==> src/design/rectangle_raster_canvas_assert.svh <==
// Assertion macros for the rectangle raster canvas.
`ifndef RECTANGLE_RASTER_CANVAS_ASSERT_SVH
`define RECTANGLE_RASTER_CANVAS_ASSERT_SVH

// Same-cycle implication, sampled on clk, off during reset.
`define RRC_ASSERT_NOW(lbl, ante, cons, msg) \
  lbl: assert property (@(posedge clk) disable iff (!rst_n) (ante) |-> (cons)) \
    else $error(msg);

// Next-cycle implication, sampled on clk, off during reset.
`define RRC_ASSERT_NEXT(lbl, ante, cons, msg) \
  lbl: assert property (@(posedge clk) disable iff (!rst_n) (ante) |=> (cons)) \
    else $error(msg);

`endif

==> src/design/rrc_pkg.sv <==
// Shared types and constants for the rectangle raster canvas.
package rrc_pkg;

  localparam int DATA_W = 24;
  localparam int SIZE_W = 11;
  localparam int BND_W  = 26;
  localparam int CHAR_W = 8;
  localparam int CFG_W  = 9;

  localparam logic [1:0] CFG_WIDTH  = 2'd0;
  localparam logic [1:0] CFG_HEIGHT = 2'd1;
  localparam logic [1:0] CFG_BG     = 2'd2;

  localparam logic [CHAR_W-1:0] RESET_CHAR = 8'd32;

  typedef enum logic [1:0] {
    CMD_CLEAR = 2'd0,
    CMD_DRAW  = 2'd1,
    CMD_READ  = 2'd2,
    CMD_NONE  = 2'd3
  } cmd_t;

  typedef enum logic [1:0] {
    STS_OK     = 2'd0,
    STS_REJECT = 2'd1,
    STS_RANGE  = 2'd2
  } sts_t;

  typedef enum logic [2:0] {
    ST_INIT,
    ST_IDLE,
    ST_SETUP,
    ST_WALK,
    ST_READ,
    ST_DONE
  } state_t;

  typedef struct packed {
    logic signed [BND_W-1:0] xlo;
    logic signed [BND_W-1:0] xhi;
    logic signed [BND_W-1:0] ylo;
    logic signed [BND_W-1:0] yhi;
  } bnd_t;

endpackage

==> src/design/rrc_bound_unit.sv <==
// Shared adder/shifter that turns the fixed-point box into integer pixel bounds.
module rrc_bound_unit import rrc_pkg::*; #(
  parameter int FRAC_BITS = 8
) (
  input  logic                     clk,
  input  logic                     rst_n,
  input  logic                     start,
  input  logic signed [DATA_W-1:0] rect_left,
  input  logic signed [DATA_W-1:0] rect_top,
  input  logic signed [DATA_W-1:0] rect_width,
  input  logic signed [DATA_W-1:0] rect_height,
  output bnd_t                     bnd,
  output logic                     done
);

  localparam logic signed [BND_W-1:0] ONE_M1 = BND_W'((64'd1 << FRAC_BITS) - 64'd1);

  logic signed [DATA_W-1:0] left_r, top_r, wid_r, hgt_r;
  logic signed [DATA_W-1:0] left_nxt, top_nxt, wid_nxt, hgt_nxt;
  logic                     busy_r, busy_nxt;
  logic [1:0]               step_r, step_nxt;
  bnd_t                     bnd_r, bnd_nxt;
  logic signed [BND_W-1:0]  op_a, op_b, sum, quo;

  // step 0: ceil(left), 1: floor(left+width), 2: ceil(top), 3: floor(top+height)
  always_comb begin
    op_a = step_r[1] ? BND_W'(top_r) : BND_W'(left_r);
    if (step_r[0]) begin
      op_b = step_r[1] ? BND_W'(hgt_r) : BND_W'(wid_r);
    end else begin
      op_b = ONE_M1;
    end
    sum = op_a + op_b;
    quo = sum >>> FRAC_BITS;
  end

  always_comb begin
    left_nxt = left_r;
    top_nxt  = top_r;
    wid_nxt  = wid_r;
    hgt_nxt  = hgt_r;
    busy_nxt = busy_r;
    step_nxt = step_r;
    bnd_nxt  = bnd_r;
    if (start) begin
      left_nxt = rect_left;
      top_nxt  = rect_top;
      wid_nxt  = rect_width;
      hgt_nxt  = rect_height;
      busy_nxt = 1'b1;
      step_nxt = 2'd0;
    end else if (busy_r) begin
      case (step_r)
        2'd0:    bnd_nxt.xlo = quo;
        2'd1:    bnd_nxt.xhi = quo;
        2'd2:    bnd_nxt.ylo = quo;
        default: bnd_nxt.yhi = quo;
      endcase
      step_nxt = step_r + 2'd1;
      if (step_r == 2'd3) begin
        busy_nxt = 1'b0;
      end
    end
  end

  always_ff @(posedge clk) begin
    if (!rst_n) begin
      busy_r <= 1'b0;
      step_r <= 2'd0;
    end else begin
      busy_r <= busy_nxt;
      step_r <= step_nxt;
    end
  end

  always_ff @(posedge clk) begin
    left_r <= left_nxt;
    top_r  <= top_nxt;
    wid_r  <= wid_nxt;
    hgt_r  <= hgt_nxt;
    bnd_r  <= bnd_nxt;
  end

  assign bnd  = bnd_r;
  assign done = busy_r && (step_r == 2'd3);

endmodule

==> config.mk <==
export PLATFORM = sky130hd
export DESIGN_NAME = rrc_bound_unit
export DESIGN_NICKNAME = d
export VERILOG_FILES = /design/src/design/rectangle_raster_canvas_assert.svh /design/src/design/rrc_pkg.sv /design/src/design/rrc_bound_unit.sv
export SDC_FILE = /design/constraint.sdc
export NUM_CORES = 1
export LEC_CHECK = 0
export BUFFER_PORTS_ARGS = -buffer_cell sky130_fd_sc_hd__clkbuf_2
export CORE_MARGIN = 1.5
export CORE_UTILIZATION = 52
export DETAILED_ROUTE_END_ITERATION = 16
export PLACE_DENSITY_LB_ADDON = 0.2
export SETUP_SLACK_MARGIN = 0.15
export SLEW_MARGIN = 20
export SYNTH_ARGS = -nofsm -noshare
export SYNTH_HDL_FRONTEND = slang
export SYNTH_SLANG_ARGS = --single-unit
==> constraint.sdc <==
create_clock -name clk -period 4.4 [get_ports clk]
set_input_delay 0.44 -clock clk [delete_from_list [all_inputs] [get_ports clk]]
set_output_delay 0.44 -clock clk [all_outputs]
set_load 0.01 [all_outputs]
==> flow_summary.yaml, run 1 <==
synthesis:
  yosysTopAreaCell: "edfxtp_1"
  syn-instance-count: 467
  ys_seq_area_share_pct: 69.84
  yosys.area.top_type_share_pct: 69.02
  ys_async_sr_fraction_pct: 0
  synthesis.nets: 594
  yosysWarnings: 0
  synth_area_leaders: "edfxtp_1 (69%), ha_1 (4.8%), mux2i_1 (3.6%), mux2_2 (3.5%), buf_4 (3.3%)"
  synth_commonest_cells: "edfxtp_1 (168), buf_4 (32), ha_1 (28), mux2i_1 (26), nor2_1 (26)"
  yosysMostFrequentCell: "edfxtp_1"
  synth_ff_type: "edfxtp_1"
  synth_edf_count: 168
  syn_area_sq_mm: 0.007310
  syn_avg_cell_area_sq_um: 15.65
  synth.distinct_cells: 49
  synth-seq-cells: 171
route:
  detail_route.wirelength_um: 14000
  first_pass_iters: 5
  initialDrtViolationCount: 279
  ant_nets: 0
  via_per_inst: 5.203
  drc: 0
  wire_per_inst_um: 16.69
  vias: 4365
die:
  initial_core_util_pct: 52.86
  die_area_sq_mm: 0.01478
  ios: 204
  num_rows: 43
  die_h_um: 121.6
  core_area_sq_mm: 0.01383
  fp.dieW_um: 121.6
clock_network:
  clk_pin_slew_ns: 0.07
  cts_hold_buf: 0
  cts_root_buffer: "clkbuf_16"
  cts_tree: "yes"
  cts_resized: 0
  clock_sinks: 171
  cts_made_buffers: 17
  insertion_delay_ns: 0.43
  htreeDepth: 4
  cts_setup_buffers: 0
  clockBufferDepth: 2
pwr:
  p_leak_uw: 0.003535
  power_uw: 3680
  vdd_drop_max_mv: 0.2634
  power_density_mw_per_mm2: 415.6
grt:
  grt_max_degree: 63
  grt_pass1_vias: 4166
  grtUsageTotal_pct: 19.85
  antenna_found_initial: 0
  gr-total-overflow: 0
  grt_first_pass_wirelength_um: 21220
sta:
  fmax_mhz: 285.5
  whs_ns: 0.1801
  skew_ns: 0.01523
  slew_headroom_pct: 37.07
  fin_crit_sh_pct: 79.60
  worst_pin_slew_ns: 0.9439
  rsz0062_at_grt: "no"
  tns_ns: 0
  hold_viol_final: 0
  finalSetupViolations: 0
  slew_viol_final: 0
  period_needed_ns: 3.502
finish:
  nets: 773
  final_util_pct: 64.04
  fillers: 1013
  drive_above_1_share_pct: 40.21
  instances_no_fill: 839
  areaGrowthSynthToFinish_pct: 21.14
  n_antenna_cell: 0
setup_path:
  required_ns: 4.64
  slowest_delay_ns: 0.61
  crit_path_start_kind: "flip-flop"
  rr_worst_depth: 9
  crit_top_cell: "a21o_1"
  slowest_stage: "dfxtp_1"
  reg2reg_from: "step_r[0]"
  crit_fanout: 18
  reg2reg_slack_ns: 0.90
  timing.rr.end: "bnd[38]"
  worstSetupPathType: "flip-flop to flip-flop"
  crit_chain: "clkinv_1, nor2_1, ha_1, a21o_1, a21o_1, a221o_1, a311o_1, a31o_1, xnor2_1"
  worst_ep_arrival_time_ns: 3.74
  cp-end-kind: "flip-flop"
placed_design:
  port-buffer-count: 203
  gp_congestion: 0.8362
  dpl.hpwl_um: 10260
  placedCellCount: 807
hold_path:
  hold_depth: 1
  min-delay-path-class: "input port to flip-flop"
  hp-start: "rect_height[18]"
  hold_end: "hgt_r[18]"
job:
  cap_violations: 0
outcome:
  outcome: "completed"
cell families (layout without fill, tap and decap cells):
family / after synthesis / in the layout / synth area share, %
buffers and inverters: 53 / 245 / 4.519
flip-flops: 171 / 171 / 69.84
AO/OA/AOI/OAI: 67 / 67 / 6.334
multiplexers: 49 / 49 / 7.104
XOR/XNOR: 16 / 16 / 1.917
AND/OR/NAND/NOR: 83 / 83 / 5.494
adder cells (fa/ha/maj): 28 / 28 / 4.793
worst max path at each step:
stage | slack (ns) | to | cells past startpoint | from
global placement | 0.96 | bnd[12] | 9 | step_r[0]
finish | 0.90 | bnd[38] | 9 | step_r[0]
CTS | 0.81 | bnd[38] | 9 | step_r[0]
global route | 0.53 | bnd[64] | 9 | step_r[0]
floorplan | 1.15 | bnd[12] | 11 | step_r[1]
detailed placement | 0.82 | bnd[12] | 9 | step_r[0]
layout make-up:
class                      count  area [sq um]  share of cell area (%)
clock inverter                14         140.1                   1.583
multi-input combinational    243          1874                   21.17
inverter                       7         26.28                  0.2967
clock buffer                  18         429.2                   4.847
sequential                   171          5106                   57.67
timing repair buffer         206          1054                   11.90
tap                          180         225.2                   2.543
critical path, delay by kind of cell (launching register included):
family / cells / cell delay [ns]
xor gates and xnor gates: 1 / 0.25
AOI/OAI and AO/OA: 5 / 1.28
adders and majority gates: 1 / 0.33
DFF: 1 / 0.61
buffers and inverters: 1 / 0.59
and+or+nand+nor: 1 / 0.24
cells in the final DEF (no fill, tap or decap), drive strengths merged, types with 2 or more instances in the layout:
| master | synthesis | final |
|---|---|---|
| nor2 | 26 | 26 |
| ha | 28 | 28 |
| o21bai | 4 | 4 |
| nor2b | 5 | 5 |
| nor3 | 3 | 3 |
| nand2 | 18 | 18 |
| a311o | 2 | 2 |
| xor2 | 5 | 5 |
| xnor2 | 11 | 11 |
| edfxtp | 168 | 168 |
| nand4 | 7 | 7 |
| mux2 | 23 | 23 |
| buf | 37 | 4 |
| nand3 | 5 | 5 |
| inv | 6 | 9 |
| o21a | 3 | 3 |
| and2 | 9 | 9 |
| clkinvlp | 0 | 4 |
| dfxtp | 3 | 3 |
| and3 | 6 | 6 |
| clkbuf | 9 | 220 |
| a21oi | 19 | 19 |
| a21o | 12 | 12 |
| clkinv | 1 | 7 |
| o221ai | 2 | 2 |
| mux2i | 26 | 26 |
| nand2b | 2 | 2 |
| o211ai | 2 | 2 |
| a31oi | 3 | 3 |
| o21ai | 8 | 8 |
through the flow:
step,setup slack [ns],area [sq um]
after floorplan,1.147,7310
after global placement,0.9582,8285
after detailed placement,0.8220,8285
after CTS,0.8126,8855
after global routing,0.5339,8855
final,0.8977,8855
power breakdown:
| part | total (uW) | switching [uW] | internal [uW] |
|---|---|---|---|
| logic | 330 | 196 | 134 |
| registers | 1940 | 25.5 | 1910 |
| clock network | 1410 | 621 | 789 |
| total | 3680 | 843 | 2840 |
sequential cells by signal, indices dropped and copies added (netlist names):
name    count
bnd        72
busy_r      1
hgt_r      24
left_r     24
step_r      2
top_r      24
wid_r      24
layer usage:
| metal | GRT usage (%) | up-vias | routed length, um |
|---|---|---|---|
| met5 | 0 | - | 0 |
| met4 | 7.500 | 0 | 186 |
| met3 | 5.899 | 18 | 960 |
| met2 | 32.45 | 191 | 6760 |
| met1 | 25.18 | 2051 | 6094 |
| li1 | - | 2105 | - |
Power figures use the tool's default switching activity.
==> inputs of run 2 (changes only) <==
CORE_UTILIZATION = 47   (was 52)
clock period = 3.1 ns   (was 4.4 ns; I/O delays follow)
==> flow_summary.yaml, run 2 (same netlist as run 1, synthesis figures left out) <==
die:
  fp.dieW_um: 127.7
  die_h_um: 127.7
  core_area_sq_mm: 0.01520
  die_area_sq_mm: 0.01631
  initial_core_util_pct: 48.08
  num_rows: 45
  ios: 204
route:
  ant_nets: 0
  via_per_inst: 5.137
  wire_per_inst_um: 17.14
  first_pass_iters: 4
  detail_route.wirelength_um: 15100
  drc: 0
  initialDrtViolationCount: 280
  vias: 4526
setup_path:
  cp-end-kind: "flip-flop"
  slowest_stage: "dfxtp_4"
  crit_fanout: 6
  required_ns: 3.40
  worst_ep_arrival_time_ns: 3.20
  slowest_delay_ns: 0.37
  worstSetupPathType: "flip-flop to flip-flop"
  crit_chain: "buf_6, clkbuf_16, mux2_2, ha_1, a21o_1, a21oi_1, o21a_1, o31a_1, o221ai_1, a311oi_2, buf_4"
  crit_path_start_kind: "flip-flop"
  rr_worst_depth: 11
sta:
  period_needed_ns: 2.908
  hold_viol_final: 0
  slew_viol_final: 0
  rsz0062_at_grt: "yes"
  slew_headroom_pct: 41.91
  skew_ns: 0.01179
  tns_ns: 0
  finalSetupViolations: 0
  fmax_mhz: 343.9
  fin_crit_sh_pct: 93.80
  worst_pin_slew_ns: 0.8713
finish:
  n_antenna_cell: 0
  multi_input_area_sq_mm: 0.001943
  final_common_cell: "clkbuf_2"
  drive_above_1_share_pct: 45.02
  nets: 807
  largest_register_ff_count: 72
  mostFrequentLayoutCells: "clkbuf_2 (202), edfxtp_1 (168), buf_4 (31)"
  fillers: 1158
  areaGrowthSynthToFinish_pct: 26.79
  regArea_sq_mm: 0.005109
  fin_area_sq_mm: 0.009268
grt:
  grtUsageTotal_pct: 18.61
  gr-total-overflow: 0
  grt_max_degree: 70
  grt_first_pass_wirelength_um: 22560
  grt_pass1_vias: 4251
  antenna_found_initial: 0
placed_design:
  place_area_sq_mm: 0.008466
  gp_congestion: 0.9099
  dpl.hpwl_um: 10910
  port-buffer-count: 203
clock_network:
  cts_hold_buf: 0
  clockBufferDepth: 2
  htreeDepth: 4
  cts_made_buffers: 17
  clk_pin_slew_ns: 0.07
  clock_sinks: 171
  insertion_delay_ns: 0.43
  cts_root_buffer: "clkbuf_16"
  cts_tree: "yes"
pwr:
  seqPwrFrac_pct: 51.8
  p_leak_uw: 0.003766
  intPower_uw: 4023
  p_clk_share_pct: 38.1
  power_density_mw_per_mm2: 573.6
  sw_frac_of_total_pct: 24.33
  vdd_drop_max_mv: 0.3722
  pwr-share-comb_pct: 10.1
  p_sw_uw: 1293
outcome:
  outcome: "completed"
hold_path:
  min-delay-path-class: "input port to flip-flop"
  hold_depth: 1
job:
  cap_violations: 0
[run 2: changes by cell type in the layout (fill, tap and decap cells not counted), sizes merged]
cell / delta
bufinv: -1
clkinvlp: -3
clkbuf: +1
inv: +5
buf: +32
[run 2: path summary, 6_finish.rpt]
kind,startpoint,to,slack [ns]
setup reg to reg,step_r[1],bnd[62],0.19
setup / recovery,step_r[1],bnd[62],0.19
hold / removal,rect_height[17],hgt_r[17],0.05
hold reg to reg,busy_r,step_r[0],0.59
[run 2: timing repair]
item | 4_1_cts | 5_1_grt
gates cloned | 0 | 2
buffers inserted | 0 | 11
gates resized for setup | 3 | 15
setup endpoints to repair | 17 | 32
pin swaps | 0 | 4
[run 2: worst max-delay path: cells and delay by family, from the launching register on]
family	cells	cell delay [ns]
flip-flops	1	0.37
AO/OA/AOI/OAI	6	1.22
buffers and inverters	3	0.48
multiplexers	1	0.34
adder cells (fa/ha/maj)	1	0.36
[run 2: power by group through the flow]
stage                     combinational (uW)  clock, uW  sequential, uW
final                                    535       2030            2750
after global routing                     590       2170            2760
after CTS                                508       2080            2760
after detailed placement                 499          0            2810
after global placement                   489          0            2800
after floorplan                          278          0            2800
[run 2: per-layer routing]
layer  GRT usage [%]  vias up  share of wire, %
met5               0        -                 0
met4           5.948        0              0.79
met3           4.299        7               6.0
met2           29.41      196                47
met1           25.83     2153                46
li1                -     2170                 -
[run 2: metrics by stage]
step	hold slack [ns]	worst slack, ns	power, uW	cells	util, %
finish	0.05219	0.1923	5316	881	60.96
global route	0.03747	0.1056	5521	881	60.96
CTS	0.03892	0.1864	5338	868	59.60
detailed placement	0.4886	0.1482	3305	836	55.69
global placement	0.4868	0.2131	3291	836	55.69
floorplan	0.4089	0.1507	3076	467	-
[run 2: final cells by class]
cell class,instances,area share (%)
Clock buffer,17,4.590
Clock inverter,15,1.647
Inverter,7,0.2835
Multi-Input combinational cell,243,20.97
Sequential cell,171,55.12
Tap cell,188,2.538
Timing Repair Buffer,240,14.85
==> inputs of run 3 (changes only) <==
ABC_AREA = 1   (was unset)
CORE_UTILIZATION = 53   (was 47)
clock period = 3 ns   (was 3.1 ns; I/O delays follow)
==> flow_summary.yaml, run 3 <==
die:
  die_area_sq_mm: 0.01490
  ios: 204
  core_area_sq_mm: 0.01388
  fp.dieW_um: 122.1
  num_rows: 43
  initial_core_util_pct: 54.14
  die_h_um: 122.1
hold_path:
  min-delay-path-class: "input port to flip-flop"
pwr:
  vdd_drop_max_mv: 0.4116
  pwr-share-comb_pct: 10.5
  intPower_uw: 4321
  p_clk_share_pct: 38.7
  sw_frac_of_total_pct: 23.26
  seqPwrFrac_pct: 50.7
  p_leak_uw: 0.003961
  power_density_mw_per_mm2: 613.8
  p_sw_uw: 1310
setup_path:
  crit_top_cell: "nand2_1"
  slowest_stage: "dfxtp_1"
  required_ns: 3.15
  reg2reg_slack_ns: 0.36
  timing.rr.end: "bnd[67]"
  crit_path_start_kind: "flip-flop"
  reg2reg_from: "step_r[1]"
  worst_ep_arrival_time_ns: 2.78
  crit_fanout: 45
  rr_worst_depth: 13
  worstSetupPathType: "flip-flop to flip-flop"
  crit_chain: "inv_1, buf_12, nor2_1, nor2_1, ha_1, a21oi_1, o21ai_0, nand2_1, o211ai_1, a21oi_1, nand2_1, nand2_1, nand2_1"
  slowest_delay_ns: 0.38
  crit_end: "bnd[67]"
  setup.worst_path.start: "step_r[1]"
  cp-end-kind: "flip-flop"
finish:
  final_util_pct: 66.09
  areaGrowthSynthToFinish_pct: 22.08
  multi_input_area_sq_mm: 0.001992
  drive_above_1_share_pct: 30.72
  mostFrequentLayoutCells: "clkbuf_2 (202), nand2_1 (169), edfxtp_1 (168)"
  nets: 957
  fillers: 1075
  regArea_sq_mm: 0.005105
  fin_area_sq_mm: 0.009174
  n_antenna_cell: 0
  final_common_cell: "clkbuf_2"
  largest_register_ff_count: 72
clock_network:
  cts_root_buffer: "clkbuf_16"
  cts_made_buffers: 17
  cts_setup_buffers: 0
  htreeDepth: 4
  clk_pin_slew_ns: 0.06
  cts_hold_buf: 0
  cts_tree: "yes"
  clockBufferDepth: 2
  insertion_delay_ns: 0.43
  clock_sinks: 171
sta:
  worst_pin_slew_ns: 0.6640
  slew_headroom_pct: 55.73
  fmax_mhz: 379.2
  fin_crit_sh_pct: 87.90
  tns_ns: 0
  slew_viol_final: 0
  period_needed_ns: 2.637
  hold_viol_final: 0
  rsz0062_at_grt: "no"
  finalSetupViolations: 0
  skew_ns: 0.01665
  finalWorstSetupSlack_ns: 0.3630
route:
  via_per_inst: 5.008
  vias: 5123
  drt-met1-wl_um: 7116
  ant_nets: 0
  detail_route.wirelength_um: 16150
  drc: 0
  wire_per_inst_um: 15.79
  first_pass_iters: 5
  wl_met3_um: 985
  highest_layer: "met4"
  initialDrtViolationCount: 342
  wl_met2_um: 7789
synthesis:
  synth_commonest_cells: "nand2_1 (169), edfxtp_1 (168), nor2_1 (71), inv_1 (35), buf_4 (32)"
  synth_ff_type: "edfxtp_1"
  synth_area_leaders: "edfxtp_1 (67%), nand2_1 (8.4%), ha_1 (4.7%), nor2_1 (3.5%), buf_4 (3.2%)"
  syn-instance-count: 643
  yosysWarnings: 0
  ys_seq_area_share_pct: 67.93
  synth.distinct_cells: 28
  yosysMostFrequentCell: "nand2_1"
  syn_area_sq_mm: 0.007515
  synth_edf_count: 168
  ys_async_sr_fraction_pct: 0
  synth-seq-cells: 171
  yosys.area.top_type_share_pct: 67.13
  yosysTopAreaCell: "edfxtp_1"
  synthesis.nets: 770
  syn_avg_cell_area_sq_um: 11.69
grt:
  antenna_found_initial: 0
  grt_max_degree: 53
  grt_first_pass_wirelength_um: 24650
  gr-total-overflow: 0
  grtUsageTotal_pct: 22.34
  grt_pass1_vias: 4897
placed_design:
  port-buffer-count: 203
  dpl.hpwl_um: 12270
  gp_congestion: 0.9598
  place_area_sq_mm: 0.008557
  post-place-ws_ns: 0.3233
outcome:
  outcome: "completed"
job:
  cap_violations: 0
-- run 3: cell count changes in the layout (fill, tap and decap cells not counted), moves of 22 or more --
cell | previous run | this run
inv_1 | 6 | 35
nor2_1 | 26 | 71
buf_4 | 31 | 9
mux2_2 | 23 | 0
mux2i_1 | 23 | 0
nand2_1 | 18 | 169
-- run 3: through the flow --
step	hold slack [ns]	power (uW)	std cells
CTS	0.03320	5663	1023
global placement	0.4762	3482	991
finish	0.04466	5630	1023
floorplan	0.3989	3240	643
global route	0.02862	5848	1023
detailed placement	0.4786	3491	991
-- run 3: logic make-up after synthesis --
logic type / after synthesis / synth area share (%)
buffers and inverters: 81 / 5.811
flip-flops: 171 / 67.93
XOR/XNOR: 12 / 1.399
AO/OA/AOI/OAI: 68 / 4.895
adder cells (fa/ha/maj): 28 / 4.662
AND/OR/NAND/NOR: 283 / 15.30
-- run 3: final cells by class --
cell class | instances | share of cell area (%)
flip-flops and latches | 171 | 55.65
multi-input cells | 391 | 21.71
repair buffers | 213 | 12.19
clock buffers | 17 | 4.637
well taps | 180 | 2.455
clock inverters | 15 | 1.882
inverters | 36 | 1.473
-- run 3: critical path: cells and delay by family (launching register included) --
family	cells	cell delay [ns]
adders and majority gates	1	0.37
buffers and inverters	2	0.34
DFF	1	0.38
and+or+nand+nor	6	0.53
AOI/OAI and AO/OA	4	0.72
-- run 3: repair_timing --
action	in CTS	in global routing
hold endpoints to repair	0	0
gates resized for setup	0	4
setup endpoints to repair	0	20
-- run 3: power groups by stage --
stage | clock network [uW] | registers (uW) | logic [uW]
after floorplan | 0 | 2900 | 337
after global placement | 0 | 2910 | 576
after detailed placement | 0 | 2910 | 582
after CTS | 2220 | 2860 | 587
after global routing | 2320 | 2870 | 663
final | 2180 | 2860 | 592
-- run 3: worst min path at each step --
stage | startpoint | end | slack [ns] | cells past startpoint
after floorplan | rect_height[0] | hgt_r[0] | 0.40 | 0
after global placement | rect_height[4] | hgt_r[4] | 0.48 | 1
after detailed placement | rect_width[14] | wid_r[14] | 0.48 | 1
after CTS | rect_height[2] | hgt_r[2] | 0.03 | 1
after global routing | rect_height[2] | hgt_r[2] | 0.03 | 1
final | rect_top[2] | top_r[2] | 0.04 | 1
-- run 3: per-layer routing --
layer	up-vias	GRT usage (%)
li1	2552	-
met1	2342	29.53
met2	208	36.27
met3	21	5.805
met4	0	7.340
met5	-	0
